<file path="src/rtl/core/fpw_pkg.sv">
package fpw_pkg;

	localparam int PHYS_W  = 52;
	localparam int VA_W    = 48;
	localparam int ENTRY_W = 64;
	localparam int IDX_W   = 9;

	localparam logic [1:0] PAGE_4K = 2'd0;
	localparam logic [1:0] PAGE_2M = 2'd1;
	localparam logic [1:0] PAGE_1G = 2'd2;

	localparam logic KIND_REQUEST  = 1'b0;
	localparam logic KIND_RESPONSE = 1'b1;

	localparam logic RES_READ   = 1'b0;
	localparam logic RES_FINISH = 1'b1;

	localparam logic [1:0] LVL_ROOT = 2'd0;
	localparam logic [1:0] LVL_PDPT = 2'd1;
	localparam logic [1:0] LVL_PD   = 2'd2;
	localparam logic [1:0] LVL_PT   = 2'd3;

	localparam logic REG_ROOT_BASE = 1'b0;

	localparam int BIT_PRESENT = 0;
	localparam int BIT_LARGE   = 7;

	typedef struct packed {
		logic              result_kind;
		logic [PHYS_W-1:0] phys_address;
		logic              fault;
		logic [1:0]        map_size;
	} result_t;

	function automatic logic [IDX_W-1:0] level_index(input logic [VA_W-1:0] va,
			input logic [1:0] level);
		logic [IDX_W-1:0] idx;
		unique case (level)
			LVL_ROOT: idx = va[47:39];
			LVL_PDPT: idx = va[38:30];
			LVL_PD:   idx = va[29:21];
			LVL_PT:   idx = va[20:12];
			default:  idx = va[20:12];
		endcase
		return idx;
	endfunction

endpackage

</file>
<file path="src/rtl/core/fpw_walk.sv">
module fpw_walk import fpw_pkg::*; (
	input  logic               clk,
	input  logic               arst_n,
	input  logic               accept,
	input  logic               kind,
	input  logic [VA_W-1:0]    virtual_address,
	input  logic [ENTRY_W-1:0] entry_data,
	input  logic [PHYS_W-1:0]  root_base,
	output logic               res_valid,
	output result_t            res
);

	logic              busy_q;
	logic [1:0]        level_q;
	logic [VA_W-1:0]   va_q;

	logic              busy_d;
	logic [1:0]        level_d;
	logic [1:0]        level_nx;
	logic [PHYS_W-1:0] root_addr;

	assign level_nx  = level_q + 2'd1;
	assign root_addr = {root_base[PHYS_W-1:4], 4'b0000}
		+ {{(PHYS_W-IDX_W-3){1'b0}}, level_index(virtual_address, LVL_ROOT), 3'b000};

	always_comb begin
		busy_d             = busy_q;
		level_d            = level_q;
		res_valid          = 1'b0;
		res.result_kind    = RES_READ;
		res.phys_address   = '0;
		res.fault          = 1'b0;
		res.map_size       = PAGE_4K;
		if (kind == KIND_REQUEST) begin
			if (!busy_q) begin
				res_valid        = 1'b1;
				busy_d           = 1'b1;
				level_d          = LVL_ROOT;
				res.phys_address = root_addr;
			end
		end else if (busy_q) begin
			res_valid = 1'b1;
			priority if (level_q != LVL_PT && !entry_data[BIT_PRESENT]) begin
				res.result_kind = RES_FINISH;
				res.fault       = 1'b1;
				busy_d          = 1'b0;
				level_d         = LVL_ROOT;
			end else if (level_q == LVL_PDPT && entry_data[BIT_LARGE]) begin
				res.result_kind  = RES_FINISH;
				res.phys_address = {entry_data[51:30], va_q[29:0]};
				res.map_size     = PAGE_1G;
				busy_d           = 1'b0;
				level_d          = LVL_ROOT;
			end else if (level_q == LVL_PD && entry_data[BIT_LARGE]) begin
				res.result_kind  = RES_FINISH;
				res.phys_address = {16'd0, entry_data[35:21], va_q[20:0]};
				res.map_size     = PAGE_2M;
				busy_d           = 1'b0;
				level_d          = LVL_ROOT;
			end else if (level_q != LVL_PT) begin
				res.phys_address = {16'd0, entry_data[35:12],
					level_index(va_q, level_nx), 3'b000};
				level_d          = level_nx;
			end else if (entry_data[35:12] == '0) begin
				res.result_kind = RES_FINISH;
				res.fault       = 1'b1;
				busy_d          = 1'b0;
				level_d         = LVL_ROOT;
			end else begin
				res.result_kind  = RES_FINISH;
				res.phys_address = {16'd0, entry_data[35:12], va_q[11:0]};
				busy_d           = 1'b0;
				level_d          = LVL_ROOT;
			end
		end
	end

	always_ff @(posedge clk or negedge arst_n) begin
		if (!arst_n) begin
			busy_q  <= 1'b0;
			level_q <= LVL_ROOT;
			va_q    <= '0;
		end else if (accept) begin
			busy_q  <= busy_d;
			level_q <= level_d;
			if (kind == KIND_REQUEST && !busy_q) begin
				va_q <= virtual_address;
			end
		end
	end

endmodule

</file>
<file path="src/rtl/core/fpw_outq.sv">
module fpw_outq import fpw_pkg::*; (
	input  logic    clk,
	input  logic    arst_n,
	input  logic    push,
	input  result_t push_word,
	output logic    full,
	output logic    out_valid,
	input  logic    out_stall,
	output result_t out_word
);

	result_t    slot_q [2];
	logic       wr_ptr_q;
	logic       rd_ptr_q;
	logic [1:0] count_q;
	logic       pop;

	assign full      = count_q == 2'd2;
	assign out_valid = count_q != 2'd0;
	assign pop       = out_valid && !out_stall;
	assign out_word  = slot_q[rd_ptr_q];

	always_ff @(posedge clk) begin
		if (push) begin
			slot_q[wr_ptr_q] <= push_word;
		end
	end

	always_ff @(posedge clk or negedge arst_n) begin
		if (!arst_n) begin
			wr_ptr_q <= 1'b0;
			rd_ptr_q <= 1'b0;
			count_q  <= 2'd0;
		end else begin
			if (push) begin
				wr_ptr_q <= !wr_ptr_q;
			end
			if (pop) begin
				rd_ptr_q <= !rd_ptr_q;
			end
			unique case ({push, pop})
				2'b10:   count_q <= count_q + 2'd1;
				2'b01:   count_q <= count_q - 2'd1;
				default: count_q <= count_q;
			endcase
		end
	end

endmodule

</file>
<file path="src/rtl/core/four_level_page_walker.sv">
// Each result word is registered in the output queue before it reaches the outputs.
// Throughput: one input word per cycle while in_stall is low; the walk state updates in the same cycle.
// A two-entry output queue keeps accepting while one result waits downstream;
// in_stall rises only when both entries are held.
// Reset (arst_n, asynchronous): walker idle at the root level, queue empty,
// root table base zero.
module four_level_page_walker import fpw_pkg::*; (
	input  logic               clk,
	input  logic               arst_n,
	input  logic               psel,
	input  logic               penable,
	input  logic               pwrite,
	input  logic [3:0]         paddr,
	input  logic [63:0]        pwdata,
	output logic [63:0]        prdata,
	output logic               pready,
	input  logic               in_valid,
	output logic               in_stall,
	input  logic               kind,
	input  logic [VA_W-1:0]    virtual_address,
	input  logic [ENTRY_W-1:0] entry_data,
	output logic               out_valid,
	input  logic               out_stall,
	output logic               result_kind,
	output logic [PHYS_W-1:0]  phys_address,
	output logic               fault,
	output logic [1:0]         map_size
);

	logic [PHYS_W-1:0] root_base_q;
	logic              accept;
	logic              res_valid;
	result_t           res;
	result_t           out_word;
	logic              q_full;

	assign pready = 1'b1;
	assign prdata = (paddr[3] == REG_ROOT_BASE) ? {12'd0, root_base_q} : 64'd0;

	always_ff @(posedge clk or negedge arst_n) begin
		if (!arst_n) begin
			root_base_q <= '0;
		end else if (psel && penable && pwrite && pready && paddr[3] == REG_ROOT_BASE) begin
			root_base_q <= pwdata[PHYS_W-1:0];
		end
	end

	assign in_stall = q_full;
	assign accept   = in_valid && !in_stall;

	fpw_walk u_walk (
		.clk             (clk),
		.arst_n          (arst_n),
		.accept          (accept),
		.kind            (kind),
		.virtual_address (virtual_address),
		.entry_data      (entry_data),
		.root_base       (root_base_q),
		.res_valid       (res_valid),
		.res             (res)
	);

	fpw_outq u_outq (
		.clk       (clk),
		.arst_n    (arst_n),
		.push      (accept && res_valid),
		.push_word (res),
		.full      (q_full),
		.out_valid (out_valid),
		.out_stall (out_stall),
		.out_word  (out_word)
	);

	assign result_kind  = out_word.result_kind;
	assign phys_address = out_word.phys_address;
	assign fault        = out_word.fault;
	assign map_size     = out_word.map_size;

endmodule

</file>
<file path="config.mk">
export PLATFORM = sky130hd
export DESIGN_NAME = four_level_page_walker
export DESIGN_NICKNAME = d
export VERILOG_FILES = /design/src/rtl/core/fpw_pkg.sv /design/src/rtl/core/fpw_walk.sv /design/src/rtl/core/fpw_outq.sv /design/src/rtl/core/four_level_page_walker.sv
export SDC_FILE = /design/constraint.sdc
export NUM_CORES = 1
export LEC_CHECK = 0
export BUFFER_PORTS_ARGS = -buffer_cell sky130_fd_sc_hd__clkbuf_2
export CAP_MARGIN = 0
export CORE_MARGIN = 2
export CORE_UTILIZATION = 25
export CTS_CLUSTER_SIZE = 14
export DETAILED_ROUTE_END_ITERATION = 12
export PLACE_DENSITY = 0.54
export SYNTH_ARGS = -nofsm -noshare
export SYNTH_HDL_FRONTEND = slang
export SYNTH_SLANG_ARGS = --single-unit
</file>
<file path="constraint.sdc">
create_clock -name clk -period 4.45 [get_ports clk]
set_clock_uncertainty 0.1 [all_clocks]
set_input_delay 0.6675 -clock clk [delete_from_list [all_inputs] [get_ports clk]]
set_output_delay 0.6675 -clock clk [all_outputs]
set_load 0.05 [all_outputs]
</file>
==> flow_metrics.tcl <==
set metrics [dict create \
    layout.nets 1290 \
    path_cells "buf_4 > mux2_2 > clkbuf_2" \
    crit_buf_inv 2 \
    internal_power_mw 4.997 \
    tns_ns 0 \
    dieArea_um2 44290 \
    ys.warnings.count 0 \
    clk_pin_slew_ns 0.06 \
    fin_crit_sh_pct 71.41 \
    slowest_stage "dfrtp_2" \
    setup_viol_count_final 0 \
    hold_buffers 0 \
    power_density_nw_per_um2 634.7 \
    grt_pass1_vias 7740 \
    grt_pass1_wl_um 49450 \
    worst_path_largest_cell_delay_ns 0.87 \
    tritoncts "yes" \
    place_inst 1600 \
    postRouteAntennaNets 0 \
    antenna_found_initial 7 \
    cp_max_fo 31 \
    async_flop_share_pct 46.67 \
    synthCells 830 \
    syn_to_final_growth_pct 25.67 \
    max-slew-margin-rel_pct 21.70 \
    pwr-share-seq_pct 37.0 \
    synth.area.top_cells "edfxtp_1 32%, dfrtp_1 23%, mux2_2 16%" \
    endpoint_kind "output port" \
    critPathTopFamily "flip-flops" \
    synth_ff_type "edfxtp_1" \
    rsz0062_at_grt "no" \
    ys_ff_latch 210 \
    hold_viol 0 \
    critical_path_required_ns 3.68 \
    power_frac_clock_pct 23.7 \
    port_buffers 260 \
    path_class "flop to output port" \
    place_congestion 0.7856 \
    switching_share_pct 41.20 \
    clock_latency_ns 0.53 \
    syn-cell-area_um2 10660 \
    yosysSeqAreaShare_pct 54.58 \
    crit_arrival_ns 2.41 \
    gr-usage-all-layers_pct 15.05 \
    drt_pass1_iterations 6 \
    pin_count 311 \
    die_y_um 210.5 \
    drt_iter0_markers 380 \
    post-route-min-period_ns 3.178 \
    cts_max_path_buffers 3 \
    cts_resized 0 \
    initial_core_util_pct 25.35 \
    h-tree-depth 1 \
    combPwrFrac_pct 39.2 \
    synth.largest_area_cell "edfxtp_1" \
    p_leak_nw 5.502 \
    routedWlPerCell_um 20.74 \
    numCtsBuffers 24 \
    switching_power_mw 3.501 \
    cp-start-kind "flop" \
    peakVddDrop_uv 261.2 \
    clockRootBuffer "clkbuf_16" \
    final_cells 1646 \
    synth_cell_type_count 59 \
    max_freq_ghz 0.3147 \
    core.rowCount 75 \
    synth-edff-count 112 \
    fp.dieW_um 210.5 \
    wl_um 34130 \
    status "completed" \
    tightest_slew_ns 1.174 \
    whs_ns 0.05051 \
    drv_slew 0 \
    post-synth-top-count-cell "mux2_2" \
    grt-ovfl-total 0 \
    vias_per_cell 4.654 \
    synth_commonest_cells "147 x mux2_2, 112 x edfxtp_1, 98 x dfrtp_1" \
    num_vias 7660 \
    yosysTopAreaCellShare_pct 31.56 \
    dp_hpwl_um 26170 \
    hp-class "input port to async pin" \
    drive_gt1_share_pct 44.75 \
    synth_area_per_cell_um2 12.84 \
    drv_cap 0 \
    clock_sink_count 210 \
    core_area_um2 42040 \
    drcViolationCount 0 \
    cts_setup_buffers 0 \
    grt_start_max_net_pins 53 \
]
-- layout make-up --
| class | instances | area [µm²] |
|---|---|---|
| sequential | 210 | 5817 |
| inverter | 19 | 71.32 |
| multi-input combinational | 556 | 4573 |
| tap | 539 | 674.4 |
| clock buffer | 28 | 646.9 |
| timing repair buffer | 276 | 1449 |
| fill | 4278 | 28650 |
| antenna | 3 | 7.507 |
| clock inverter | 15 | 151.4 |
-- flip-flops by register name (all words and copies together), names as in the netlist --
name,count
u_outq.slot_q,112
root_base_q,52
u_walk.va_q,39
u_outq.count_q,2
u_walk.level_q,2
u_outq.rd_ptr_q,1
u_outq.wr_ptr_q,1
u_walk.busy_q,1
-- power groups by stage --
stage | sequential, mW | combinational (mW) | clock, mW
floorplan | 2.96 | 2.56 | 0
global placement | 3.17 | 3.33 | 0
detailed placement | 3.19 | 3.36 | 0
CTS | 3.16 | 3.37 | 2.08
global route | 3.22 | 3.55 | 2.16
finish | 3.15 | 3.33 | 2.02
-- stage by stage --
| step | worst slack [ns] | area (µm²) | power, mW | util (%) |
|---|---|---|---|---|
| global route | 1.116 | 13380 | 8.932 | 31.83 |
| CTS | 1.181 | 13380 | 8.613 | 31.83 |
| finish | 1.272 | 13390 | 8.499 | 31.85 |
| floorplan | 0.09904 | 10700 | 5.512 | - |
| detailed placement | 1.261 | 12580 | 6.551 | 29.93 |
| global placement | 1.285 | 12580 | 6.502 | 29.93 |
-- layout by cell type (no fill, tap or decap), types with 4 or more instances in the layout --
cell	count
nor4_1	9
clkbuf_2	259
o21ai_0	4
o21ai_1	17
a2111oi_2	13
and3_1	8
xnor2_1	29
clkinv_1	5
xor2_1	21
conb_1	13
nand3_1	18
clkinv_2	4
buf_4	15
and2_1	8
o221ai_1	5
nand2_1	48
inv_1	18
a222oi_1	9
nand4_1	17
nor2b_1	52
edfxtp_1	112
nor2_1	22
o22ai_1	24
clkbuf_16	25
a21oi_1	6
or2_2	4
dfrtp_1	97
mux2i_1	19
a211oi_1	4
mux2_2	147
ha_1	14
-- worst paths after layout --
kind | slack, ns | from | endpoint | depth (start not counted)
min reg2reg | 0.40 | u_walk.va_q[0] | u_walk.va_q[0] | 1
min | 0.05 | arst_n | root_base_q[51] | 1
min in group clk | 0.27 | pwdata[2] | root_base_q[2] | 2
max reg2reg | 1.39 | u_walk.level_q[1] | u_outq.slot_q[0][13] | 7
max | 1.27 | u_outq.rd_ptr_q | phys_address[38] | 3
max in group asynchronous | 3.32 | arst_n | u_outq.rd_ptr_q | 2
-- cells by family after synthesis --
kind of cell	synth area share (%)
adders and majority gates	1.832
DFF	54.58
xor gates and xnor gates	4.110
and+or+nand+nor	11.05
AOI/OAI and AO/OA	7.868
buffers and inverters	3.170
other	0.07048
muxes	17.32
-- per-layer routing --
metal	track usage, %	wire, µm
met2	24.77	16130
met3	3.308	1968
met5	0	59
met1	20.31	15470
met4	3.278	499
No activity file was read; power rests on OpenSTA's default activity.
